===== src/rtl/innp_pkg.sv =====
// shared types, constants and the character map of the nibble packer
// depends on nothing
package innp_pkg;

    // one-hot base codes
    localparam logic [3:0] CODE_T = 4'h1;
    localparam logic [3:0] CODE_C = 4'h2;
    localparam logic [3:0] CODE_A = 4'h4;
    localparam logic [3:0] CODE_G = 4'h8;

    // nibble write masks
    localparam logic [1:0] MASK_LOW  = 2'b01;
    localparam logic [1:0] MASK_HIGH = 2'b10;
    localparam logic [1:0] MASK_FULL = 2'b11;

    // configuration register indexes
    localparam logic REG_PATTERN_MODE = 1'b0;
    localparam logic REG_START_ODD    = 1'b1;

    // default depth of the queue between front and back
    localparam int QUEUE_DEPTH = 4;

    // one classified character in the queue
    typedef struct packed {
        logic [3:0] code;
        logic       last;
    } entry_t;

    // one result word
    typedef struct packed {
        logic [7:0] packed_byte;
        logic [1:0] nibble_mask;
        logic       last_out;
    } result_t;

    // ascii character to one-hot code, lower case folded to upper
    function automatic logic [3:0] map_char(input logic [7:0] c, input logic pat);
        logic [7:0] u;
        logic [3:0] code;
        u = c;
        if (c inside {[8'h61:8'h7a]}) u = c - 8'd32;
        code = 4'h0;
        case (u)
            "A": code = CODE_A;
            "C": code = CODE_C;
            "G": code = CODE_G;
            "T": code = CODE_T;
            default: begin
                if (pat) begin
                    case (u)
                        "R": code = CODE_A | CODE_G;
                        "Y": code = CODE_C | CODE_T;
                        "S": code = CODE_G | CODE_C;
                        "W": code = CODE_A | CODE_T;
                        "K": code = CODE_G | CODE_T;
                        "M": code = CODE_A | CODE_C;
                        "B": code = CODE_C | CODE_G | CODE_T;
                        "D": code = CODE_A | CODE_G | CODE_T;
                        "H": code = CODE_A | CODE_C | CODE_T;
                        "V": code = CODE_A | CODE_C | CODE_G;
                        "N": code = CODE_A | CODE_C | CODE_G | CODE_T;
                        default: code = 4'h0;
                    endcase
                end
            end
        endcase
        return code;
    endfunction

endpackage


===== src/rtl/innp_front.sv =====
// front end: configuration registers, input acceptance and character mapping
// depends on innp_pkg
module innp_front (
    input  logic             aclk,
    input  logic             aresetn,
    // configuration write channel
    input  logic             cfg_valid,
    output logic             cfg_ready,
    input  logic             cfg_index,
    input  logic             cfg_data,
    // input word channel
    input  logic             s_tvalid,
    output logic             s_tready,
    input  logic [7:0]       s_tdata,   // [7:0] chr
    input  logic             s_tlast,   // last
    // queue side
    output logic             push,
    output innp_pkg::entry_t push_entry,
    input  logic             queue_full,
    output logic             start_odd
);
    import innp_pkg::*;

    logic pattern_mode_reg;
    logic pattern_mode_next;
    logic start_odd_reg;
    logic start_odd_next;

    // configuration writes are always taken
    assign cfg_ready = 1'b1;

    always_comb begin
        pattern_mode_next = pattern_mode_reg;
        start_odd_next    = start_odd_reg;
        if (cfg_valid) begin
            case (cfg_index)
                REG_PATTERN_MODE: pattern_mode_next = cfg_data;
                REG_START_ODD:    start_odd_next    = cfg_data;
                default: ;
            endcase
        end
    end

    always_ff @(posedge aclk) begin
        if (!aresetn) begin
            pattern_mode_reg <= 1'b0;
            start_odd_reg    <= 1'b0;
        end else begin
            pattern_mode_reg <= pattern_mode_next;
            start_odd_reg    <= start_odd_next;
        end
    end

    // classify the character as it arrives, with the mode of the moment
    assign s_tready        = !queue_full;
    assign push            = s_tvalid && !queue_full;
    assign push_entry.code = map_char(s_tdata, pattern_mode_reg);
    assign push_entry.last = s_tlast;
    assign start_odd       = start_odd_reg;

endmodule


===== src/rtl/innp_fifo.sv =====
// short queue of classified characters between front and back
// depends on innp_pkg
module innp_fifo #(
    parameter int DEPTH = innp_pkg::QUEUE_DEPTH
) (
    input  logic             aclk,
    input  logic             aresetn,
    input  logic             push,
    input  innp_pkg::entry_t push_entry,
    output logic             full,
    input  logic             pop,
    output innp_pkg::entry_t pop_entry,
    output logic             not_empty
);
    import innp_pkg::*;

    localparam int PTR_W = (DEPTH > 1) ? $clog2(DEPTH) : 1;
    localparam int CNT_W = $clog2(DEPTH + 1);

    entry_t             store_reg [DEPTH];
    logic [PTR_W-1:0]   wr_ptr_reg;
    logic [PTR_W-1:0]   wr_ptr_next;
    logic [PTR_W-1:0]   rd_ptr_reg;
    logic [PTR_W-1:0]   rd_ptr_next;
    logic [CNT_W-1:0]   count_reg;
    logic [CNT_W-1:0]   count_next;

    assign full      = (count_reg == CNT_W'(DEPTH));
    assign not_empty = (count_reg != '0);
    assign pop_entry = store_reg[rd_ptr_reg];

    // pointer wrap and occupancy
    always_comb begin
        wr_ptr_next = wr_ptr_reg;
        rd_ptr_next = rd_ptr_reg;
        count_next  = count_reg;
        if (push) begin
            wr_ptr_next = (wr_ptr_reg == PTR_W'(DEPTH - 1)) ? '0 : wr_ptr_reg + 1'b1;
        end
        if (pop) begin
            rd_ptr_next = (rd_ptr_reg == PTR_W'(DEPTH - 1)) ? '0 : rd_ptr_reg + 1'b1;
        end
        if (push && !pop) begin
            count_next = count_reg + 1'b1;
        end else if (pop && !push) begin
            count_next = count_reg - 1'b1;
        end
    end

    always_ff @(posedge aclk) begin
        if (!aresetn) begin
            wr_ptr_reg <= '0;
            rd_ptr_reg <= '0;
            count_reg  <= '0;
        end else begin
            wr_ptr_reg <= wr_ptr_next;
            rd_ptr_reg <= rd_ptr_next;
            count_reg  <= count_next;
        end
    end

    // entry storage, no reset needed
    always_ff @(posedge aclk) begin
        if (push) begin
            store_reg[wr_ptr_reg] <= push_entry;
        end
    end

endmodule


===== src/rtl/innp_back.sv =====
// back end: pairs codes into bytes and drives the output register
// depends on innp_pkg
module innp_back (
    input  logic             aclk,
    input  logic             aresetn,
    // queue side
    input  logic             entry_valid,
    input  innp_pkg::entry_t entry,
    output logic             pop,
    input  logic             start_odd,
    // result word channel
    output logic             m_tvalid,
    input  logic             m_tready,
    output logic [7:0]       m_tdata,   // [7:0] packed_byte
    output logic [1:0]       m_tuser,   // [1:0] nibble_mask
    output logic             m_tlast    // last_out
);
    import innp_pkg::*;

    logic [3:0] held_code_reg;
    logic [3:0] held_code_next;
    logic       half_pending_reg;
    logic       half_pending_next;
    logic       in_sequence_reg;
    logic       in_sequence_next;
    logic       out_valid_reg;
    logic       out_valid_next;
    result_t    out_reg;
    result_t    out_next;
    logic       emit;
    result_t    result;

    // take an entry whenever the output register is free or being drained
    assign pop = entry_valid && (!out_valid_reg || m_tready);

    // pairing decision for the entry at the head of the queue
    always_comb begin
        held_code_next    = held_code_reg;
        half_pending_next = half_pending_reg;
        in_sequence_next  = in_sequence_reg;
        emit              = 1'b0;
        result            = '0;
        if (!in_sequence_reg && start_odd) begin
            // odd start: first code alone in the high nibble
            emit              = 1'b1;
            result            = '{packed_byte: {entry.code, 4'h0},
                                  nibble_mask: MASK_HIGH, last_out: entry.last};
            held_code_next    = 4'h0;
            half_pending_next = 1'b0;
            in_sequence_next  = !entry.last;
        end else if (half_pending_reg) begin
            emit              = 1'b1;
            result            = '{packed_byte: {entry.code, held_code_reg},
                                  nibble_mask: MASK_FULL, last_out: entry.last};
            held_code_next    = 4'h0;
            half_pending_next = 1'b0;
            in_sequence_next  = !entry.last;
        end else if (entry.last) begin
            // unpaired final code goes out in the low nibble
            emit              = 1'b1;
            result            = '{packed_byte: {4'h0, entry.code},
                                  nibble_mask: MASK_LOW, last_out: 1'b1};
            held_code_next    = 4'h0;
            in_sequence_next  = 1'b0;
        end else begin
            held_code_next    = entry.code;
            half_pending_next = 1'b1;
            in_sequence_next  = 1'b1;
        end
    end

    // output register
    always_comb begin
        out_valid_next = out_valid_reg;
        out_next       = out_reg;
        if (m_tready) begin
            out_valid_next = 1'b0;
        end
        if (pop && emit) begin
            out_valid_next = 1'b1;
            out_next       = result;
        end
    end

    always_ff @(posedge aclk) begin
        if (!aresetn) begin
            held_code_reg    <= 4'h0;
            half_pending_reg <= 1'b0;
            in_sequence_reg  <= 1'b0;
            out_valid_reg    <= 1'b0;
        end else begin
            out_valid_reg <= out_valid_next;
            if (pop) begin
                held_code_reg    <= held_code_next;
                half_pending_reg <= half_pending_next;
                in_sequence_reg  <= in_sequence_next;
            end
        end
    end

    always_ff @(posedge aclk) begin
        out_reg <= out_next;
    end

    assign m_tvalid = out_valid_reg;
    assign m_tdata  = out_reg.packed_byte;
    assign m_tuser  = out_reg.nibble_mask;
    assign m_tlast  = out_reg.last_out;

endmodule


===== src/rtl/iupac_nucleotide_nibble_packer_unit.sv =====
// top level of the iupac nucleotide nibble packer
// depends on innp_pkg, innp_front, innp_fifo, innp_back
//
//  channel   direction  handshake            payload
//  cfg       in         cfg_valid/cfg_ready  cfg_index (0 pattern_mode, 1 start_odd), cfg_data
//  s_        in         s_tvalid/s_tready    s_tdata = chr, s_tlast = last
//  m_        out        m_tvalid/m_tready    m_tdata = packed_byte, m_tuser = nibble_mask,
//                                            m_tlast = last_out
//
// one character a cycle is accepted while the queue has room; the character that completes a
// byte is written to the queue, then the byte is loaded into the output register
// the queue of FIFO_DEPTH entries absorbs output stalls; s_tready falls only when it is full
// aresetn is synchronous: it clears the queue, the pairing state, the output valid flag and
// both configuration registers; cfg_ready is always high
module iupac_nucleotide_nibble_packer_unit #(
    parameter int FIFO_DEPTH = innp_pkg::QUEUE_DEPTH
) (
    input  logic       aclk,
    input  logic       aresetn,
    input  logic       cfg_valid,
    output logic       cfg_ready,
    input  logic       cfg_index,
    input  logic       cfg_data,
    input  logic       s_tvalid,
    output logic       s_tready,
    input  logic [7:0] s_tdata,   // [7:0] chr
    input  logic       s_tlast,   // last
    output logic       m_tvalid,
    input  logic       m_tready,
    output logic [7:0] m_tdata,   // [7:0] packed_byte
    output logic [1:0] m_tuser,   // [1:0] nibble_mask
    output logic       m_tlast    // last_out
);
    import innp_pkg::*;

    logic   push;
    entry_t push_entry;
    logic   queue_full;
    logic   pop;
    entry_t pop_entry;
    logic   queue_not_empty;
    logic   start_odd;

    // accept and classify
    innp_front u_front (
        .aclk       (aclk),
        .aresetn    (aresetn),
        .cfg_valid  (cfg_valid),
        .cfg_ready  (cfg_ready),
        .cfg_index  (cfg_index),
        .cfg_data   (cfg_data),
        .s_tvalid   (s_tvalid),
        .s_tready   (s_tready),
        .s_tdata    (s_tdata),
        .s_tlast    (s_tlast),
        .push       (push),
        .push_entry (push_entry),
        .queue_full (queue_full),
        .start_odd  (start_odd)
    );

    // decoupling queue
    innp_fifo #(
        .DEPTH (FIFO_DEPTH)
    ) u_fifo (
        .aclk       (aclk),
        .aresetn    (aresetn),
        .push       (push),
        .push_entry (push_entry),
        .full       (queue_full),
        .pop        (pop),
        .pop_entry  (pop_entry),
        .not_empty  (queue_not_empty)
    );

    // pair and emit
    innp_back u_back (
        .aclk        (aclk),
        .aresetn     (aresetn),
        .entry_valid (queue_not_empty),
        .entry       (pop_entry),
        .pop         (pop),
        .start_odd   (start_odd),
        .m_tvalid    (m_tvalid),
        .m_tready    (m_tready),
        .m_tdata     (m_tdata),
        .m_tuser     (m_tuser),
        .m_tlast     (m_tlast)
    );

endmodule


===== config.mk =====
export PLATFORM = sky130hd
export DESIGN_NAME = iupac_nucleotide_nibble_packer_unit
export DESIGN_NICKNAME = d
export VERILOG_FILES = /design/src/rtl/innp_pkg.sv /design/src/rtl/innp_front.sv /design/src/rtl/innp_fifo.sv /design/src/rtl/innp_back.sv /design/src/rtl/iupac_nucleotide_nibble_packer_unit.sv
export SDC_FILE = /design/constraint.sdc
export NUM_CORES = 1
export LEC_CHECK = 0
export BUFFER_PORTS_ARGS = -buffer_cell sky130_fd_sc_hd__buf_4
export CORE_AREA = 5 5 90 92
export DETAILED_ROUTE_END_ITERATION = 8
export DIE_AREA = 0 0 95 97
export MAX_ROUTING_LAYER = met4
export PLACE_DENSITY = 0.61
export SYNTH_ARGS = -nofsm -noshare
export SYNTH_HDL_FRONTEND = slang
export SYNTH_SLANG_ARGS = --single-unit

===== constraint.sdc =====
create_clock -name aclk -period 2.6 [get_ports aclk]
set_input_delay 0.13 -clock aclk [delete_from_list [all_inputs] [get_ports aclk]]
set_output_delay 0.13 -clock aclk [all_outputs]
set_load 0.02 [all_outputs]

==> results.py, run 1 <==
metrics = {
    "outcome": {
        "status": "finished clean",
    },
    "yosys": {
        "ys_top_cells_by_area": "edfxtp_1 38%, dfxtp_1 15%, mux4_1 4.3%, ha_1 3.6%, nor2b_1 3.6%",
        "ys_seq_elements": 49,
        "yosysUniqueCellTypes": 51,
        "synth_edf_count": 31,
        "synth_fa_ha_area_share_pct": 4.44,
        "synth_flop_cell": "edfxtp_1",
        "synth_nets": 237,
        "synth_top_area_share_pct": 38.4,
        "synth_compound_area_share_pct": 9.92,
        "synthMuxAreaShare_pct": 6.93,
        "synthArstFlopShare_pct": 0,
        "syn_area_per_cell_um2": 11.4,
        "syn-instance-count": 213,
        "synth_top_cell_by_area": "edfxtp_1",
        "synth-simple-area-share_pct": 18.1,
        "synth_area_um2": 2420,
        "yosysWarnings": 0,
        "synth_top_family_by_area": "simple AND/OR/NAND/NOR gates",
        "synth-xor-area-share_pct": 3.26,
        "synth-seq-area-share_pct": 53.3,
    },
    "drt": {
        "detail_route.wl_per_cell_um": 12.0,
        "via_per_inst": 4.70,
        "drtPass1Iterations": 4,
        "drcViolationCount": 0,
        "vias": 1588,
        "routed_wirelength_um": 4060,
        "drt-initial-drc-count": 42,
        "drtAntennaViolNets": 0,
    },
    "placed_design": {
        "hpwl_um": 3020,
        "place_congestion": 0.776,
        "io_buffers": 28,
    },
    "layout": {
        "area_growth_pct": 16.5,
        "diodes": 0,
        "final_util_pct": 39.5,
        "drive_above_1_share_pct": 17.2,
        "fillCellCount": 713,
        "nNetsFinal": 262,
        "largest_reg_flops": 20,
        "multi_input_area_um2": 1040,
        "regArea_um2": 1290,
    },
    "cts": {
        "clk_pin_slew_ns": 0.08,
        "ctsHoldBuffers": 0,
        "clock-sinks": 49,
        "clkLatencyLatePin_ns": 0.30,
        "clk_root_buffer_cell": "clkbuf_8",
        "cts_tree": "done",
        "clockBufferDepth": 2,
        "htreeDepth": 2,
        "postCtsSetupBuffers": 0,
        "cts_buffers": 5,
        "cts_resized": 0,
    },
    "critical_path": {
        "worst_setup_path_end_kind": "register",
        "crit_chain": "nor2_1 -> nand2_1 -> and2_1 -> ha_1 -> inv_1 -> fa_1 -> xor2_1 -> or3_1 -> a21boi_0",
        "crit_type": "register to register",
        "crit_path_start_kind": "register",
        "crit_family": "simple AND/OR/NAND/NOR gates",
        "arrival_ns": 2.52,
        "crit_path_max_fanout": 6,
        "critPathMaxStageDelay_ns": 0.43,
        "required_ns": 2.84,
        "cp_num_buf_inv": 1,
        "slowest_stage": "fa_1",
    },
    "floorplan": {
        "core_area_um2": 7140,
        "start_util_pct": 33.9,
        "fp.dieH_um": 97,
        "ioPinCount": 30,
        "dieArea_um2": 9220,
        "die_w_um": 95,
        "row_count": 31,
    },
    "pwr": {
        "p_clk_share_pct": 19.5,
        "p_comb_share_pct": 36.0,
        "irDropWorstVdd_uv": 453,
        "switching_share_pct": 33.2,
        "p_leak_nw": 1.08,
        "power.density_nw_per_um2": 959,
        "p_int_w": 0.00181,
        "power_frac_seq_pct": 44.5,
        "p_sw_w": 0.000899,
    },
    "sta": {
        "grt_setup_unrepaired": "false",
        "fin_skew_ns": 0.00298,
        "final.period_utilization_pct": 87.7,
        "finalSetupTns_ns": 0,
        "final-max-slew-violation-count": 0,
        "whs_ns": 0.0295,
        "tightest_slew_ns": 0.857,
        "fmax_ghz": 0.439,
        "setup_violations": 0,
        "max_slew_margin_pct": 42.7,
        "min_period_ns": 2.28,
        "finalHoldViolCount": 0,
    },
    "global_route": {
        "grt_max_degree": 18,
        "antenna_found_initial": 0,
        "grt-ovfl-total": 0,
        "grt_use_total_pct": 9.34,
        "grt_pass1_vias": 1386,
        "grt_pass1_wl_um": 6580,
    },
    "hold_path": {
        "hold_path_class": "input pin to register",
    },
    "flow_run": {
        "cap_violations": 0,
    },
}
## cells in the mapped netlist (5+ instances only)
| library cell | instances |
|---|---|
| nor2_1 | 19 |
| dfxtp_1 | 18 |
| clkbuf_1 | 7 |
| a21oi_1 | 7 |
| nor3_1 | 5 |
| xnor2_1 | 5 |
| o21ai_0 | 8 |
| edfxtp_1 | 31 |
| ha_1 | 7 |
| nand2_1 | 13 |
| inv_1 | 8 |
| and3_1 | 7 |
| nor2b_1 | 14 |
## logic make-up after synthesis
logic type / Yosys count
simple gates: 81
xor+xnor: 9
other cells: 1
buf+inv: 21
mux: 9
fa+ha+maj: 8
compound gates: 35
flops: 49
## power by group through the flow
stage / clock network, W / registers (W) / logic [W]
5_1_grt: 0.000574 / 0.00123 / 0.00108
6_report: 0.000528 / 0.00120 / 0.000975
2_1_floorplan: 0 / 0.00131 / 0.000601
3_5_place_dp: 0 / 0.00123 / 0.000992
4_1_cts: 0.000546 / 0.00121 / 0.000995
3_3_place_gp: 0 / 0.00122 / 0.000985
## path summary, 6_finish.rpt
path                        startpoint                     end  slack [ns]  cells past startpoint
hold / removal                 s_tlast  u_fifo.store_reg[0][0]        0.03                      1
hold reg to reg   u_fifo.rd_ptr_reg[1]                register        0.50                      2
setup / recovery   u_fifo.count_reg[0]     u_fifo.count_reg[2]        0.32                      9
setup reg to reg   u_fifo.count_reg[0]     u_fifo.count_reg[2]        0.32                      9
## stage by stage
| stage | setup WS (ns) | instance area [um2] | cells | total power, W |
|---|---|---|---|---|
| floorplan | 0.279 | 2420 | 213 | 0.00191 |
| global placement | 0.434 | 2710 | 330 | 0.00221 |
| detailed placement | 0.341 | 2710 | 330 | 0.00222 |
| CTS | 0.316 | 2820 | 338 | 0.00275 |
| global route | 0.196 | 2820 | 338 | 0.00289 |
| finish | 0.321 | 2820 | 338 | 0.00271 |
## cell usage in the layout, fill, tap and decap left out, drive strengths merged, types with 2 or more instances in the layout
master,instances
a21boi,3
a21oi,7
a32o,4
and2,4
and3,8
buf,30
clkbuf,5
clkinv,2
dfxtp,18
edfxtp,31
ha,7
inv,8
mux2i,4
mux4,5
nand2,13
nand2b,4
nand3,4
nand4b,2
nor2,19
nor2b,14
nor3,6
o21ai,8
xnor2,5
xor2,4
## routing by layer
| metal | global-route usage, % | up-vias | wire length [um] |
|---|---|---|---|
| met5 | - | - | 0 |
| met4 | 4.00 | 0 | 76 |
| met3 | 3.03 | 7 | 197 |
| met2 | 13.4 | 30 | 1860 |
| met1 | 12.0 | 728 | 1930 |
| li1 | - | 823 | - |
## cell type report
type | count | share of cell area [%]
Clock buffer | 5 | 2.44
Clock inverter | 3 | 1.46
Inverter | 9 | 1.20
Multi-Input combinational cell | 143 | 36.7
Sequential cell | 49 | 45.8
Tap cell | 99 | 4.39
Timing Repair Buffer | 30 | 7.99
(Power assumes the default switching activity.)
==> inputs of run 2 (changes only) <==
--- a/config.mk
+++ b/config.mk
@@ -5,7 +5,7 @@
 export SDC_FILE = /design/constraint.sdc
 export NUM_CORES = 1
 export LEC_CHECK = 0
-export BUFFER_PORTS_ARGS = -buffer_cell sky130_fd_sc_hd__buf_4
+export BUFFER_PORTS_ARGS = -buffer_cell sky130_fd_sc_hd__buf_2
 export CORE_AREA = 5 5 90 92
 export DETAILED_ROUTE_END_ITERATION = 8
 export DIE_AREA = 0 0 95 97
==> run 2 against run 1 <==
Effect of this change:
- first-iteration DRC count up 19%
- via count decreased by 0.31%
- clock power fell by 20%
- setup slack gained 0.021 ns
- register-to-register slack better by 0.02 ns
==> results.py, run 2 (synthesis gave the netlist of run 1 again) <==
metrics = {
    "critical_path": {
        "crit_family": "simple AND/OR/NAND/NOR gates",
        "arrival_ns": 2.47,
        "crit_path_max_fanout": 6,
        "required_ns": 2.82,
        "slowest_stage": "fa_1",
        "crit_path_start_kind": "register",
        "rr_worst_depth": 9,
        "crit_type": "register to register",
        "worst_setup_path_end_kind": "register",
        "cp_num_buf_inv": 1,
        "r2r_setup_slack_ns": 0.34,
        "critPathMaxStageDelay_ns": 0.43,
        "worst-path-stages": 9,
        "crit_chain": "nor2_1 -> nand2_1 -> and2_1 -> ha_1 -> inv_1 -> fa_1 -> xor2_1 -> or3_1 -> a21boi_0",
    },
    "floorplan": {
        "ioPinCount": 30,
        "row_count": 31,
        "dieArea_um2": 9220,
        "core_area_um2": 7140,
        "die_w_um": 95,
        "start_util_pct": 33.9,
        "fp.dieH_um": 97,
    },
    "cts": {
        "postCtsSetupBuffers": 0,
        "clk_pin_slew_ns": 0.08,
        "clock-sinks": 49,
        "cts_tree": "done",
        "clockBufferDepth": 2,
        "cts_buffers": 5,
        "ctsHoldBuffers": 0,
        "clk_root_buffer_cell": "clkbuf_8",
        "htreeDepth": 2,
        "cts_resized": 0,
        "clkLatencyLatePin_ns": 0.29,
    },
    "placed_design": {
        "hpwl_um": 3060,
        "io_buffers": 28,
        "place_congestion": 0.814,
        "pre_cts_slack_ns": 0.346,
        "place_inst": 330,
    },
    "sta": {
        "finalSetupTns_ns": 0,
        "min_period_ns": 2.26,
        "tightest_slew_ns": 0.871,
        "finalHoldViolCount": 0,
        "fin_skew_ns": 0.00594,
        "fmax_ghz": 0.443,
        "setup_violations": 0,
        "grt_setup_unrepaired": "false",
        "worst_slack_ns": 0.341,
        "max_slew_margin_pct": 41.7,
        "final.period_utilization_pct": 86.9,
        "final-max-slew-violation-count": 0,
    },
    "drt": {
        "drtAntennaViolNets": 0,
        "via_per_inst": 4.68,
        "routed_wirelength_um": 4090,
        "drtPass1Iterations": 4,
        "vias": 1583,
        "detail_route.wl_per_cell_um": 12.1,
        "drcViolationCount": 0,
        "drt-initial-drc-count": 50,
    },
    "global_route": {
        "grt_pass1_wl_um": 6980,
        "grt-ovfl-total": 0,
        "grt_pass1_vias": 1516,
        "grt_max_degree": 18,
        "antenna_found_initial": 0,
        "grt_use_total_pct": 9.51,
    },
    "pwr": {
        "p_leak_nw": 1.04,
        "power.density_nw_per_um2": 935,
        "p_total_w": 0.00254,
        "irDropWorstVdd_uv": 237,
    },
    "flow_run": {
        "cap_violations": 0,
    },
    "layout": {
        "regArea_um2": 1290,
        "final_util_pct": 38.1,
        "fin_cells": 338,
        "largest_reg_flops": 20,
        "drive_above_1_share_pct": 16.3,
        "layout_common_cells": "31 x edfxtp_1, 28 x buf_2, 19 x nor2_1",
        "diodes": 0,
        "final_common_cell": "edfxtp_1",
        "fillCellCount": 724,
        "nNetsFinal": 262,
        "area_growth_pct": 12.4,
        "multi_input_area_um2": 1040,
    },
    "hold_path": {
        "hold_path_class": "input pin to register",
        "min_path_cells": 1,
    },
    "outcome": {
        "status": "finished clean",
    },
}
-- run 2: cell types whose count changed in the layout (fill, tap and decap cells not counted) --
cell / change
clkbuf_1: +3
bufinv_16: -1
clkinv_1: -1
buf_2: +28
clkinvlp_4: -1
buf_4: -28
-- run 2: path summary, 6_finish.rpt --
check / start / to
hold / removal: s_tlast / u_fifo.store_reg[1][0]
setup / recovery: u_fifo.count_reg[0] / u_fifo.count_reg[2]
hold reg to reg: u_front.start_odd / u_front.start_odd
setup reg to reg: u_fifo.count_reg[0] / u_fifo.count_reg[2]
-- run 2: cell type report --
cell class	count	share of cell area (%)
clock buffers	8	2.94
inverters	9	1.24
repair buffers	30	5.70
well taps	99	4.55
multi-input cells	143	38.1
flip-flops and latches	49	47.5
-- run 2: per-stage QoR --
step,cell area [um2],hold slack (ns)
after floorplan,2420,0.229
after global placement,2640,0.355
after detailed placement,2640,0.364
after CTS,2720,0.0570
after global routing,2720,0.0528
final,2720,0.0605
-- run 2: power by group --
part           total, W  switching [W]  internal, W
registers       0.00120       0.000116      0.00108
clock network  0.000420       0.000228     0.000191
logic          0.000923       0.000544     0.000379
total           0.00254       0.000888      0.00166
-- run 2: layer usage --
metal  GRT usage (%)  vias up  share of wire, %
li1                -      819                 -
met1            12.1      727                49
met2            15.1       37                46
met3            2.40        0               5.4
met4            2.33        0                 0
met5               -        -                 0
